### src/hw/rtl/rts_pkg.sv
// shared types, codes and helpers for the roundabout track sequencer
package rts_pkg;

    localparam int MAX_POINTS = 1023;

    localparam int CNT_W  = 10;
    localparam int DIST_W = 32;
    localparam int SAT_W  = 8;
    localparam int CFG_IDX_W = 3;
    localparam int CFG_DATA_W = 16;

    typedef enum logic [3:0] {
        PH_IDLE    = 4'd0,
        PH_L_BEGIN = 4'd1,
        PH_L_IN    = 4'd2,
        PH_L_RUN   = 4'd3,
        PH_L_OUT   = 4'd4,
        PH_R_BEGIN = 4'd5,
        PH_R_IN    = 4'd6,
        PH_R_RUN   = 4'd7,
        PH_R_OUT   = 4'd8
    } phase_t;

    typedef enum logic [1:0] {
        TRK_KEEP  = 2'd0,
        TRK_LEFT  = 2'd1,
        TRK_RIGHT = 2'd2
    } track_t;

    localparam logic [CFG_IDX_W-1:0] CFG_LOST_THR      = 3'd0;
    localparam logic [CFG_IDX_W-1:0] CFG_FOUND_THR     = 3'd1;
    localparam logic [CFG_IDX_W-1:0] CFG_EXIT_FOUND    = 3'd2;
    localparam logic [CFG_IDX_W-1:0] CFG_NEAR_CORNER   = 3'd3;
    localparam logic [CFG_IDX_W-1:0] CFG_ABORT_DIST    = 3'd4;
    localparam logic [CFG_IDX_W-1:0] CFG_MIN_INNER     = 3'd5;

    typedef struct packed {
        logic [CNT_W-1:0] lost_threshold;
        logic [CNT_W-1:0] found_threshold;
        logic [CNT_W-1:0] exit_found_threshold;
        logic [CNT_W-1:0] near_corner_threshold;
        logic [15:0]      abort_distance;
        logic [15:0]      min_inner_distance;
    } cfg_t;

    typedef struct packed {
        logic                     left_corner_found;
        logic                     right_corner_found;
        logic                     left_is_straight;
        logic                     right_is_straight;
        logic [CNT_W-1:0]         left_point_count;
        logic [CNT_W-1:0]         right_point_count;
        logic [CNT_W-1:0]         left_corner_index;
        logic [CNT_W-1:0]         right_corner_index;
        logic signed [DIST_W-1:0] travelled;
    } item_t;

    typedef struct packed {
        phase_t                   phase;
        logic [SAT_W-1:0]         left_lost_count;
        logic [SAT_W-1:0]         left_found_count;
        logic [SAT_W-1:0]         right_lost_count;
        logic [SAT_W-1:0]         right_found_count;
        logic signed [DIST_W-1:0] entry_distance;
    } seq_state_t;

    typedef struct packed {
        phase_t           mode;
        track_t           track_select;
        logic             element_start;
        logic             element_done;
        logic [CNT_W-1:0] left_count_out;
        logic [CNT_W-1:0] right_count_out;
    } result_t;

    function automatic logic [SAT_W-1:0] sat_inc(logic [SAT_W-1:0] c);
        logic [SAT_W-1:0] r;
        r = (c == {SAT_W{1'b1}}) ? c : c + 1'b1;
        return r;
    endfunction

    function automatic logic [CNT_W-1:0] clip_points(logic [CNT_W-1:0] v);
        logic [CNT_W-1:0] r;
        r = v;
        if ({6'b0, v} > 16'(MAX_POINTS))
        begin
            r = CNT_W'(MAX_POINTS);
        end
        return r;
    endfunction

    // exact distance since latch, one extra bit so it never wraps
    function automatic logic signed [DIST_W:0] dist_since(
        logic signed [DIST_W-1:0] d,
        logic signed [DIST_W-1:0] e
    );
        logic signed [DIST_W:0] r;
        r = $signed({d[DIST_W-1], d}) - $signed({e[DIST_W-1], e});
        return r;
    endfunction

    function automatic logic signed [DIST_W:0] dist_limit(logic [15:0] v);
        logic signed [DIST_W:0] r;
        r = $signed({17'b0, v});
        return r;
    endfunction

endpackage

### src/hw/rtl/rts_step.sv
// next-state and result logic for one frame word
module rts_step
(
    input  rts_pkg::cfg_t       cfg,
    input  rts_pkg::item_t      item,
    input  rts_pkg::seq_state_t cur,
    output rts_pkg::seq_state_t nxt,
    output rts_pkg::result_t    res
);

    rts_pkg::phase_t                   ph;
    rts_pkg::track_t                   track;
    logic [rts_pkg::SAT_W-1:0]         ll;
    logic [rts_pkg::SAT_W-1:0]         lf;
    logic [rts_pkg::SAT_W-1:0]         rl;
    logic [rts_pkg::SAT_W-1:0]         rf;
    logic signed [rts_pkg::DIST_W-1:0] ent;
    logic [rts_pkg::CNT_W-1:0]         lcount;
    logic [rts_pkg::CNT_W-1:0]         rcount;
    logic [rts_pkg::CNT_W-1:0]         lidx;
    logic [rts_pkg::CNT_W-1:0]         ridx;
    logic                              start;
    logic                              done;
    logic                              lc;
    logic                              rc;

    always_comb
    begin
        ph     = cur.phase;
        ll     = cur.left_lost_count;
        lf     = cur.left_found_count;
        rl     = cur.right_lost_count;
        rf     = cur.right_found_count;
        ent    = cur.entry_distance;
        track  = rts_pkg::TRK_KEEP;
        start  = 1'b0;
        done   = 1'b0;
        lc     = item.left_corner_found;
        rc     = item.right_corner_found;
        lcount = rts_pkg::clip_points(item.left_point_count);
        rcount = rts_pkg::clip_points(item.right_point_count);
        lidx   = rts_pkg::clip_points(item.left_corner_index);
        ridx   = rts_pkg::clip_points(item.right_corner_index);

        // detection, only from idle
        if (ph == rts_pkg::PH_IDLE && lc && !rc && item.right_is_straight)
        begin
            ll = '0;
            lf = '0;
            start = 1'b1;
            ent = item.travelled;
            ph = rts_pkg::PH_L_BEGIN;
        end
        if (ph == rts_pkg::PH_IDLE && !lc && rc && item.left_is_straight)
        begin
            rl = '0;
            rf = '0;
            start = 1'b1;
            ent = item.travelled;
            ph = rts_pkg::PH_R_BEGIN;
        end

        // left roundabout; entered phases fall through in the same word
        if (ph == rts_pkg::PH_L_BEGIN)
        begin
            track = rts_pkg::TRK_RIGHT;
            if (lcount < cfg.lost_threshold)
                ll = rts_pkg::sat_inc(ll);
            if (lcount > cfg.found_threshold && ll > 8'd1)
            begin
                lf = rts_pkg::sat_inc(lf);
                if (lf > 8'd1)
                begin
                    ll = '0;
                    lf = '0;
                    ent = item.travelled;
                    ph = rts_pkg::PH_L_IN;
                end
            end
            if (ph != rts_pkg::PH_L_IN &&
                rts_pkg::dist_since(item.travelled, ent) >
                rts_pkg::dist_limit(cfg.abort_distance))
            begin
                ll = '0;
                lf = '0;
                done = 1'b1;
                ph = rts_pkg::PH_IDLE;
            end
        end
        if (ph == rts_pkg::PH_L_IN)
        begin
            track = rts_pkg::TRK_LEFT;
            if (rcount < cfg.lost_threshold)
                rl = rts_pkg::sat_inc(rl);
            if (rcount > cfg.found_threshold && rl > 8'd0)
            begin
                if (rts_pkg::dist_since(item.travelled, ent) >
                    rts_pkg::dist_limit(cfg.min_inner_distance))
                    rf = rts_pkg::sat_inc(rf);
                if (rf > 8'd0)
                begin
                    rl = '0;
                    rf = '0;
                    ph = rts_pkg::PH_L_RUN;
                end
            end
        end
        if (ph == rts_pkg::PH_L_RUN)
        begin
            track = rts_pkg::TRK_RIGHT;
            if (rc)
                rcount = ridx;
            if (rc && ridx < cfg.near_corner_threshold)
                ph = rts_pkg::PH_L_OUT;
        end
        if (ph == rts_pkg::PH_L_OUT)
        begin
            track = rts_pkg::TRK_LEFT;
            if (rc)
                rcount = ridx;
            if (rcount < cfg.lost_threshold)
                rl = rts_pkg::sat_inc(rl);
            if (rcount > cfg.exit_found_threshold && rl > 8'd0)
            begin
                if (rf > 8'd0)
                begin
                    rl = '0;
                    rf = '0;
                    done = 1'b1;
                    ph = rts_pkg::PH_IDLE;
                end
                else
                begin
                    rf = rts_pkg::sat_inc(rf);
                end
            end
        end

        // right roundabout
        if (ph == rts_pkg::PH_R_BEGIN)
        begin
            track = rts_pkg::TRK_LEFT;
            if (rcount < cfg.lost_threshold)
                rl = rts_pkg::sat_inc(rl);
            if (rcount > cfg.found_threshold && rl > 8'd1)
            begin
                rf = rts_pkg::sat_inc(rf);
                if (rf > 8'd1)
                begin
                    rl = '0;
                    rf = '0;
                    ent = item.travelled;
                    ph = rts_pkg::PH_R_IN;
                end
            end
            if (ph != rts_pkg::PH_R_IN &&
                rts_pkg::dist_since(item.travelled, ent) >
                rts_pkg::dist_limit(cfg.abort_distance))
            begin
                rl = '0;
                rf = '0;
                done = 1'b1;
                ph = rts_pkg::PH_IDLE;
            end
        end
        if (ph == rts_pkg::PH_R_IN)
        begin
            track = rts_pkg::TRK_RIGHT;
            if (lcount < cfg.lost_threshold)
                ll = rts_pkg::sat_inc(ll);
            if (lcount > cfg.found_threshold && ll > 8'd0)
            begin
                if (rts_pkg::dist_since(item.travelled, ent) >
                    rts_pkg::dist_limit(cfg.min_inner_distance))
                    lf = rts_pkg::sat_inc(lf);
                if (lf > 8'd0)
                begin
                    ll = '0;
                    lf = '0;
                    ph = rts_pkg::PH_R_RUN;
                end
            end
        end
        if (ph == rts_pkg::PH_R_RUN)
        begin
            track = rts_pkg::TRK_LEFT;
            if (lc)
                lcount = lidx;
            if (lc && lidx < cfg.near_corner_threshold)
                ph = rts_pkg::PH_R_OUT;
        end
        if (ph == rts_pkg::PH_R_OUT)
        begin
            track = rts_pkg::TRK_RIGHT;
            if (lc)
                lcount = lidx;
            if (lcount < cfg.lost_threshold)
                ll = rts_pkg::sat_inc(ll);
            if (lcount > cfg.exit_found_threshold && ll > 8'd0)
            begin
                if (lf > 8'd0)
                begin
                    ll = '0;
                    lf = '0;
                    done = 1'b1;
                    ph = rts_pkg::PH_IDLE;
                end
                else
                begin
                    lf = rts_pkg::sat_inc(lf);
                end
            end
        end

        nxt.phase             = ph;
        nxt.left_lost_count   = ll;
        nxt.left_found_count  = lf;
        nxt.right_lost_count  = rl;
        nxt.right_found_count = rf;
        nxt.entry_distance    = ent;

        res.mode            = ph;
        res.track_select    = track;
        res.element_start   = start;
        res.element_done    = done;
        res.left_count_out  = lcount;
        res.right_count_out = rcount;
    end

endmodule

### src/hw/rtl/roundabout_track_sequencer_core.sv
// roundabout track sequencer top level: config, input and result registers, state
// a word moves from the input register to the result register as the result stage
// advances; throughput: one word per cycle while the result stage is not stalled; the
//   sequencer state update sits in one combinational step between the input register
//   and the result register; reset: phase idle, all counters and latched distance zero,
//   config registers at their default thresholds, both register stages empty
module roundabout_track_sequencer_core
(
    input  logic                              clk,
    input  logic                              rst_n,

    input  logic                              cfg_we,
    input  logic [rts_pkg::CFG_IDX_W-1:0]     cfg_index,
    input  logic [rts_pkg::CFG_DATA_W-1:0]    cfg_data,

    input  logic                              in_valid,
    output logic                              in_stall,
    input  logic                              left_corner_found,
    input  logic                              right_corner_found,
    input  logic                              left_is_straight,
    input  logic                              right_is_straight,
    input  logic [rts_pkg::CNT_W-1:0]         left_point_count,
    input  logic [rts_pkg::CNT_W-1:0]         right_point_count,
    input  logic [rts_pkg::CNT_W-1:0]         left_corner_index,
    input  logic [rts_pkg::CNT_W-1:0]         right_corner_index,
    input  logic signed [rts_pkg::DIST_W-1:0] travelled,

    output logic                              out_valid,
    input  logic                              out_stall,
    output logic [3:0]                        mode,
    output logic [1:0]                        track_select,
    output logic                              element_start,
    output logic                              element_done,
    output logic [rts_pkg::CNT_W-1:0]         left_count_out,
    output logic [rts_pkg::CNT_W-1:0]         right_count_out
);

    rts_pkg::cfg_t       cfg_reg;
    rts_pkg::seq_state_t state_reg;
    rts_pkg::seq_state_t state_next;
    rts_pkg::item_t      item_reg;
    rts_pkg::result_t    res_reg;
    rts_pkg::result_t    res_next;
    logic                in_v_reg;
    logic                out_v_reg;
    logic                advance;
    logic                in_take;

    // result stage moves when empty or being taken
    assign advance  = !out_v_reg || !out_stall;
    assign in_stall = in_v_reg && !advance;
    assign in_take  = in_valid && !in_stall;

    always_ff @(posedge clk or negedge rst_n)
    begin
        if (!rst_n)
        begin
            cfg_reg.lost_threshold        <= 10'd10;
            cfg_reg.found_threshold       <= 10'd40;
            cfg_reg.exit_found_threshold  <= 10'd50;
            cfg_reg.near_corner_threshold <= 10'd30;
            cfg_reg.abort_distance        <= 16'd100;
            cfg_reg.min_inner_distance    <= 16'd60;
        end
        else if (cfg_we)
        begin
            case (cfg_index)
                rts_pkg::CFG_LOST_THR:
                    cfg_reg.lost_threshold <= cfg_data[rts_pkg::CNT_W-1:0];
                rts_pkg::CFG_FOUND_THR:
                    cfg_reg.found_threshold <= cfg_data[rts_pkg::CNT_W-1:0];
                rts_pkg::CFG_EXIT_FOUND:
                    cfg_reg.exit_found_threshold <= cfg_data[rts_pkg::CNT_W-1:0];
                rts_pkg::CFG_NEAR_CORNER:
                    cfg_reg.near_corner_threshold <= cfg_data[rts_pkg::CNT_W-1:0];
                rts_pkg::CFG_ABORT_DIST:
                    cfg_reg.abort_distance <= cfg_data;
                rts_pkg::CFG_MIN_INNER:
                    cfg_reg.min_inner_distance <= cfg_data;
                default:
                    ;
            endcase
        end
    end

    always_ff @(posedge clk or negedge rst_n)
    begin
        if (!rst_n)
        begin
            in_v_reg  <= 1'b0;
            out_v_reg <= 1'b0;
            state_reg <= '{phase: rts_pkg::PH_IDLE, default: '0};
        end
        else
        begin
            if (in_take)
                in_v_reg <= 1'b1;
            else if (advance)
                in_v_reg <= 1'b0;
            if (advance)
                out_v_reg <= in_v_reg;
            if (advance && in_v_reg)
                state_reg <= state_next;
        end
    end

    always_ff @(posedge clk)
    begin
        if (in_take)
        begin
            item_reg.left_corner_found  <= left_corner_found;
            item_reg.right_corner_found <= right_corner_found;
            item_reg.left_is_straight   <= left_is_straight;
            item_reg.right_is_straight  <= right_is_straight;
            item_reg.left_point_count   <= left_point_count;
            item_reg.right_point_count  <= right_point_count;
            item_reg.left_corner_index  <= left_corner_index;
            item_reg.right_corner_index <= right_corner_index;
            item_reg.travelled          <= travelled;
        end
        if (advance && in_v_reg)
            res_reg <= res_next;
    end

    rts_step u_step
    (
        .cfg  (cfg_reg),
        .item (item_reg),
        .cur  (state_reg),
        .nxt  (state_next),
        .res  (res_next)
    );

    assign out_valid       = out_v_reg;
    assign mode            = res_reg.mode;
    assign track_select    = res_reg.track_select;
    assign element_start   = res_reg.element_start;
    assign element_done    = res_reg.element_done;
    assign left_count_out  = res_reg.left_count_out;
    assign right_count_out = res_reg.right_count_out;

endmodule

### config.mk
export PLATFORM = sky130hd
export DESIGN_NAME = roundabout_track_sequencer_core
export DESIGN_NICKNAME = d
export VERILOG_FILES = /design/src/hw/rtl/rts_pkg.sv /design/src/hw/rtl/rts_step.sv /design/src/hw/rtl/roundabout_track_sequencer_core.sv
export SDC_FILE = /design/constraint.sdc
export NUM_CORES = 1
export LEC_CHECK = 0
export BUFFER_PORTS_ARGS = -buffer_cell sky130_fd_sc_hd__buf_4
export CORE_ASPECT_RATIO = 1.4
export CORE_MARGIN = 3
export CORE_UTILIZATION = 55
export CTS_BUF_LIST = sky130_fd_sc_hd__clkbuf_2
export CTS_CLUSTER_DIAMETER = 80
export DETAILED_ROUTE_END_ITERATION = 10
export PLACE_DENSITY = 0.75
export SLEW_MARGIN = 20
export SYNTH_ARGS = -nofsm -noshare
export SYNTH_HDL_FRONTEND = slang
export SYNTH_SLANG_ARGS = --single-unit
### constraint.sdc
create_clock -name clk -period 63.3 [get_ports clk]
set_input_delay 3.165 -clock clk [delete_from_list [all_inputs] [get_ports clk]]
set_output_delay 3.165 -clock clk [all_outputs]
set_load 0.02 [all_outputs]
==> results of run 1 <==
[cells by family after synthesis]
kind of cell,share of synthesized area [%]
flip-flops,25.2
buffers and inverters,4.62
AND/OR/NAND/NOR,21.2
multiplexers,6.38
adder cells (fa/ha/maj),14.1
XOR/XNOR,3.27
AO/OA/AOI/OAI,25.2
[how the worst max path moves through the flow]
stage,endpoint,slack (ns),depth (start not counted)
finish,element_done,38.42,93
global route,element_done,36.77,97
CTS,element_done,38.99,96
detailed placement,element_done,39.03,96
global placement,element_done,39.96,95
floorplan,element_done,42.93,105
[power by group]
group	internal (mW)	switching, mW
clock	0.0433	0.0818
combinational	0.471	0.809
sequential	0.203	0.0373
[cell usage after synthesis, drive strengths merged, types with 26 or more instances]
library cell / count / area (sq um)
a211oi: 29 / 235
a21o: 100 / 751
a21oi: 245 / 1250
a31oi: 43 / 282
and2: 47 / 294
and3: 40 / 250
clkbuf: 104 / 392
dfrtp: 124 / 3100
edfxtp: 104 / 3120
ha: 288 / 3600
inv: 192 / 721
mux2: 74 / 833
mux2i: 86 / 861
nand2: 367 / 1380
nand2b: 61 / 382
nand3: 82 / 410
nand4: 60 / 375
nor2: 222 / 851
nor2b: 53 / 332
nor3: 66 / 335
nor4: 31 / 221
o211ai: 30 / 230
o21a: 38 / 285
o21ai: 266 / 1340
o21bai: 30 / 225
o31ai: 32 / 274
or3: 26 / 173
xnor2: 66 / 578
xor2: 33 / 289
[metrics by stage]
| stage | hold slack (ns) | cell area, sq um | utilization (%) | setup WS (ns) |
|---|---|---|---|---|
| CTS | 0.521 | 28700 | 60.6 | 38.99 |
| floorplan | 0.457 | 26500 | - | 42.93 |
| global route | 0.536 | 28700 | 60.6 | 36.77 |
| global placement | 0.487 | 28100 | 59.3 | 39.96 |
| detailed placement | 0.494 | 28100 | 59.3 | 39.03 |
| finish | 0.517 | 28800 | 60.7 | 38.42 |
[layout make-up]
| class | instances | area (sq um) | area share [%] |
|---|---|---|---|
| diodes | 3 | 7.51 | 0.0261 |
| multi-input cells | 2701 | 18700 | 64.9 |
| inverters | 192 | 721 | 2.51 |
| well taps | 624 | 781 | 2.72 |
| repair buffers | 164 | 1240 | 4.31 |
| clock inverters | 26 | 150 | 0.522 |
| flip-flops and latches | 246 | 6700 | 23.3 |
| clock buffers | 96 | 480 | 1.67 |
[placed cells by master, fill, tap and decap left out, drive strengths merged, types with 61 or more instances in the layout]
cell / instances
edfxtp: 104
nand2: 367
xnor2: 66
mux2: 74
mux2i: 86
nor3: 66
ha: 288
a21oi: 245
buf: 164
nor2: 222
nand2b: 61
dfrtp: 124
o21ai: 266
a21o: 100
inv: 196
nand3: 82
clkbuf: 96
[critical path: cells and delay by family, from the launching register on]
kind / cells / cell delay (ns)
adder cells (fa/ha/maj): 9 / 2.86
buffers and inverters: 6 / 1.08
flip-flops: 1 / 0.71
AND/OR/NAND/NOR: 33 / 8.68
XOR/XNOR: 1 / 0.20
AO/OA/AOI/OAI: 44 / 11.04
[layer usage]
metal	track usage, %	wire, um	share of wire [%]	vias up
met1	42.9	36500	36	12856
met2	66.5	48400	47	1436
met3	7.94	7920	7.8	504
li1	-	-	-	12396
met5	0	0	0	-
met4	30.3	9370	9.2	0
==> summary.md, run 1 <==
| Metric | Value |
|---|---|
| Number of buffers created by CTS | 66 |
| Critical path capture point type | register |
| Resize count post-CTS | 0 |
| Min-Delay Startpoint | cfg_reg[9] |
| Global Route Usage Sum | 39.3% |
| Clock latency on the worst-skew pair | 1.12 ns |
| Final GP Congestion | 1.21 |
| MaxCap Viol Count | 0 |
| Delay of the slowest critical-path stage | 0.89 ns |
| CP Launch Type | register |
| Final setup violation count | 0 |
| Post-synthesis sequential area ratio | 25.2% |
| Final WL | 102,000 um |
| First-pass GRT wire length | 155,000 um |
| Setup TNS | 0 ns |
| Top FF cell, synth | dfrtp_1 |
| Run status | completed |
| Post-CTS Repair Setup Buffers | 0 |
| DRC violations left | 0 |
| Crit path time final | 24.88 ns |
| Worst Hold Path Cells | 1 |
| Post-synth EDFFs | 104 |
| Hpwl dp | 80,300 um |
| Chip width | 192 um |
| Inst Count DP | 3,926 |
| Hold buffer count at CTS | 0 |
| Vias in the first global route | 27,010 |
| Library cells used by synthesis | 117 |
| Worst Path Required | 64.07 ns |
| Reg2reg end | element_done |
| Fraction of layout cells with a size suffix above 1 | 12.2% |
| Leak | 12.6 nW |
| Initial DRT Pass Iterations | 7 |
| Worst slew pin tran | 1.09 ns |
| CP Data Arrival Time | 25.65 ns |
| Area growth syn-to-layout | 8.33% |
| Site Rows | 94 |
| Fin crit share | 39.3% |
| Critical R2R Launch | item_reg[74] |
| Max-slew headroom | 26.2% |
| Longest Clk Path Bufs | 3 |
| I/O Buffers | 129 |
| Max Clk Rate | 0.0402 GHz |
| Worst setup path class | reg2reg |
| Via density | 6.71 |
| Skew final | 0.126 ns |
| Initial antenna violation count | 1 |
| Via count | 27,192 |
| Worst R2R Path Depth | 93 |
| Final Max Slew Viols | 0 |
| CTS H-Tree Depth | 3 |
| Share of flip-flops with an asynchronous set or reset | 57.7% |
| YS warnings | 0 |
| Initial Util | 56.0% |
| Hold Crit Endpoint | cfg_reg[9] |
| Synth Instances | 3,267 |
| Max reg flops | 76 |
| Area of the core | 47,400 sq um |
| Mapped Nets | 3,657 |
| Clock Sinks | 246 |
| WL/cell | 25.2 um |
| CTS tree | done |
| RSZ-0062 raised after global routing | false |
| Power Dens Cells | 57.2 nW/um^2 |
| Fin cells | 4,052 |
| CP max stage cell | a211oi_1 |
| Most frequent CP cell | ha_1 |
| Number of synthesized register bits | 246 |
| Pin count of the biggest net entering global routing | 85 |
| Final hold vios | 0 |
| Synth Cell Area | 26,500 sq um |
| Fillers | 4,267 |
| GRT overflow | 0 |
| Drt initial violations | 2,379 |
| I/O pin total | 130 |
| CTS clk-pin slew, worst paths | 0.11 ns |
| Register-to-Register Setup Slack | 38.42 ns |
| Avg Cell Area, Syn | 8.12 sq um |
| Power consumption | 1.65 mW |
| Die span in y | 266 um |
| Critical Path Source | item_reg[74] |
| Worst Hold Class | reg2reg |
| Clock root buffer | clkbuf_2 |
| Die area | 51,000 sq um |
| Worst VDD drop | 36.8 uV |
| Crit-path max FO | 45 |
| Final nets | 3,761 |
| Post-route ant nets | 0 |
No activity file was read; power rests on OpenSTA's default activity.
==> run 2, diff against run 1 <==
- ABC_AREA: default -> 1
- PLACE_DENSITY: 0.75 -> 0.77
- clock period: 63.3 -> 22.2 ns (I/O delays scaled with it)
==> run 2 against run 1 <==
Effect of this change:
- first-iteration DRC count is 12% lower
- via count is 3.2% higher
- critical endpoint is now left_count_out[6]
- setup slack worse by 36 ns
- global-route usage is 3.1 points lower
- non-clock buffer count is 17 lower
- cell count is 20% higher
- sequential share of layout area is 0.19 points lower
- area after synthesis is 0.98% higher
- critical path depth is 25 higher
- utilization is 0.45 points lower
- routed wire length is 7.7% lower
==> summary.md, run 2 <==
| Metric | Value |
|---|---|
| CP Data Arrival Time | 20.27 ns (was 25.65 ns) |
| Drt initial violations | 2,091 (was 2,379) |
| Initial antenna violation count | 2 (was 1) |
| Largest cells by area after synthesis | nand2_1 (15%), ha_1 (13%), edfxtp_1 (12%) (was ha_1 (14%), edfxtp_1 (12%), dfrtp_1 (12%)) |
| Initial DRT Pass Iterations | 8 (was 7) |
| Hpwl dp | 75,100 um (was 80,300 um) |
| Via count | 28,062 (was 27,192) |
| CTS tree | done (unchanged) |
| Run status | completed (unchanged) |
| YS warnings | 0 (unchanged) |
| Area growth syn-to-layout | 8.15% (was 8.33%) |
| Vias in the first global route | 27,173 (was 27,010) |
| Worst Path Required | 23.05 ns (was 64.07 ns) |
| Chip width | 193 um (was 192 um) |
| Share of the synthesized area in the top cell type | 14.8% (was 13.6%) |
| Buf/Inv on CP | 22 (was 6) |
| I/O pin total | 130 (unchanged) |
| Die area | 51,400 sq um (was 51,000 sq um) |
| Pre-CTS WS | 3.23 ns (was 39.03 ns) |
| Die span in y | 267 um (was 266 um) |
| Register-to-Register Setup Slack | 2.79 ns (was 38.42 ns) |
| Pin count of the biggest net entering global routing | 75 (was 85) |
| Cell with the most instances after synthesis | nand2_1 (unchanged) |
| Final Max Slew Viols | 0 (unchanged) |
| Worst Hold Class | in2reg (was reg2reg) |
| Post-synth top cells | nand2_1 (1,057), inv_1 (593), o21ai_0 (342) (was nand2_1 (366), ha_1 (288), o21ai_0 (253)) |
| Reg2reg end | left_count_out[6] (was element_done) |
| Final GP Congestion | 1.08 (was 1.21) |
| Delay of the slowest critical-path stage | 0.91 ns (was 0.89 ns) |
| Final worst setup slack | 2.79 ns (was 38.42 ns) |
| Crit path time final | 19.41 ns (was 24.88 ns) |
| Worst slew pin tran | 0.985 ns (was 1.09 ns) |
| Mapped Nets | 4,442 (was 3,657) |
| Most frequent cells in the layout | nand2_1 (1,055), inv_1 (591), o21ai_0 (342) (was nand2_1 (365), ha_1 (288), o21ai_0 (251)) |
| CP Launch Type | register (unchanged) |
| I/O Buffers | 129 (unchanged) |
| Crit-path max FO | 49 (was 45) |
| Fin cells | 4,872 (was 4,052) |
| Critical Path Source | item_reg[75] (was item_reg[74]) |
| Number of buffers created by CTS | 69 (was 66) |
| RSZ-0062 raised after global routing | false (unchanged) |
| Worst path top cell family by delay | simple AND/OR/NAND/NOR gates (was compound AO/OA/AOI/OAI gates) |
| Clock latency on the worst-skew pair | 1.15 ns (was 1.12 ns) |
| Site Rows | 95 (was 94) |
| Min-Delay Startpoint | travelled[31] (was cfg_reg[9]) |
| Most frequent CP cell | nand2_1 (was ha_1) |
| Setup TNS | 0 ns (unchanged) |
| Resize count post-CTS | 0 (unchanged) |
| CP max stage cell | edfxtp_1 (was a211oi_1) |
| Max reg flops | 76 (unchanged) |
| Worst setup path class | reg2reg (unchanged) |
| Final WL | 94,200 um (was 102,000 um) |
| Max Clk Rate | 0.0515 GHz (was 0.0402 GHz) |
| Avg Cell Area, Syn | 6.61 sq um (was 8.12 sq um) |
| Worst R2R Path Depth | 118 (was 93) |
| Most common cell after layout, fill and taps aside | nand2_1 (unchanged) |
| CTS clk-pin slew, worst paths | 0.13 ns (was 0.11 ns) |
| Skew final | 0.186 ns (was 0.126 ns) |
| Initial Util | 55.7% (was 56.0%) |
| Area of the core | 48,100 sq um (was 47,400 sq um) |
| First-pass GRT wire length | 144,000 um (was 155,000 um) |
| MaxCap Viol Count | 0 (unchanged) |
| GRT overflow | 0 (unchanged) |
| Synth Instances | 4,052 (was 3,267) |
| Critical R2R Launch | item_reg[75] (was item_reg[74]) |
| Fin crit share | 87.4% (was 39.3%) |
| Post-synth EDFFs | 104 (unchanged) |
| Synth area leader | nand2_1 (was ha_1) |
| CTS H-Tree Depth | 3 (unchanged) |
| Fillers | 4,835 (was 4,267) |
| Global Route Usage Sum | 36.2% (was 39.3%) |
| DRC violations left | 0 (unchanged) |
| Clock root buffer | clkbuf_2 (unchanged) |
| Share of flip-flops with an asynchronous set or reset | 57.7% (unchanged) |
| Longest Clk Path Bufs | 3 (unchanged) |
| Clock Sinks | 246 (unchanged) |
| Max-slew headroom | 34.4% (was 26.2%) |
| Crit path depth | 118 (was 93) |
| Final hold vios | 0 (unchanged) |
| WL/cell | 19.3 um (was 25.2 um) |
| Synth Cell Area | 26,800 sq um (was 26,500 sq um) |
| Post-route ant nets | 0 (unchanged) |
| Library cells used by synthesis | 75 (was 117) |
| Number of synthesized register bits | 246 (unchanged) |
| Top FF cell, synth | dfrtp_1 (unchanged) |
| Post-synthesis sequential area ratio | 25.0% (was 25.2%) |
| Final Util | 60.2% (was 60.7%) |
| Final setup violation count | 0 (unchanged) |
| CP endpoint | left_count_out[6] (was element_done) |
| Fraction of layout cells with a size suffix above 1 | 10.5% (was 12.2%) |
| Inst Count DP | 4,740 (was 3,926) |
| Critical path capture point type | register (unchanged) |
| Final nets | 4,572 (was 3,761) |
| Via density | 5.76 (was 6.71) |
[run 2: worst min-delay path by stage]
| stage | slack (ns) | to | depth (start not counted) |
|---|---|---|---|
| after floorplan | 0.44 | state_reg[0] | 2 |
| after global placement | 0.46 | state_reg[0] | 2 |
| after detailed placement | 0.46 | state_reg[0] | 2 |
| after CTS | 0.04 | item_reg[0] | 1 |
| after global routing | 0.05 | item_reg[41] | 1 |
| final | 0.13 | item_reg[31] | 1 |
[run 2: worst reg2reg max path, delay by kind of cell (launching register included)]
kind	cells	cell delay, ns
xor gates and xnor gates	2	0.69
AOI/OAI and AO/OA	24	3.97
DFF	1	0.91
buffers and inverters	22	2.89
and+or+nand+nor	64	9.05
adders and majority gates	6	1.67
[run 2: logic make-up after synthesis]
| group | share of synthesized area [%] |
|---|---|
| compound gates | 16.8 |
| xor+xnor | 3.24 |
| fa+ha+maj | 13.6 |
| buf+inv | 10.3 |
| flops | 25.0 |
| simple gates | 31.1 |
[run 2: final cells by class]
| cell class | instances | area (sq um) | share of cell area [%] |
|---|---|---|---|
| diodes | 3 | 7.51 | 0.0259 |
| clock buffers | 97 | 485 | 1.68 |
| clock inverters | 31 | 200 | 0.691 |
| inverters | 626 | 2350 | 8.12 |
| multi-input cells | 3092 | 17300 | 59.8 |
| flip-flops and latches | 246 | 6700 | 23.1 |
| well taps | 630 | 788 | 2.72 |
| repair buffers | 147 | 1110 | 3.83 |
[run 2: routing by layer]
| layer | global-route usage, % | vias to the layer above | routed length [um] |
|---|---|---|---|
| li1 | - | 13778 | - |
| met1 | 38.9 | 12713 | 34200 |
| met2 | 63.1 | 1179 | 45400 |
| met3 | 5.41 | 392 | 6130 |
| met4 | 28.2 | 0 | 8450 |
| met5 | 0 | - | 0 |
[run 2: what timing repair did]
action / in CTS / in global routing
endpoints found under the setup margin: 0 / 0
hold buffers: 1 / 0
endpoints found under the hold margin: 3 / 0
buffers inserted: 0 / 0
[run 2: through the flow]
step	cell area [sq um]	hold WS, ns
floorplan	26800	0.444
CTS	29000	0.0383
detailed placement	28300	0.463
global route	29000	0.0516
finish	29000	0.127
global placement	28300	0.460
Power of run 2 is left out: the tool's default activity adds up to more than one toggle a clock period on the data nets, which glitch-free logic cannot reach.
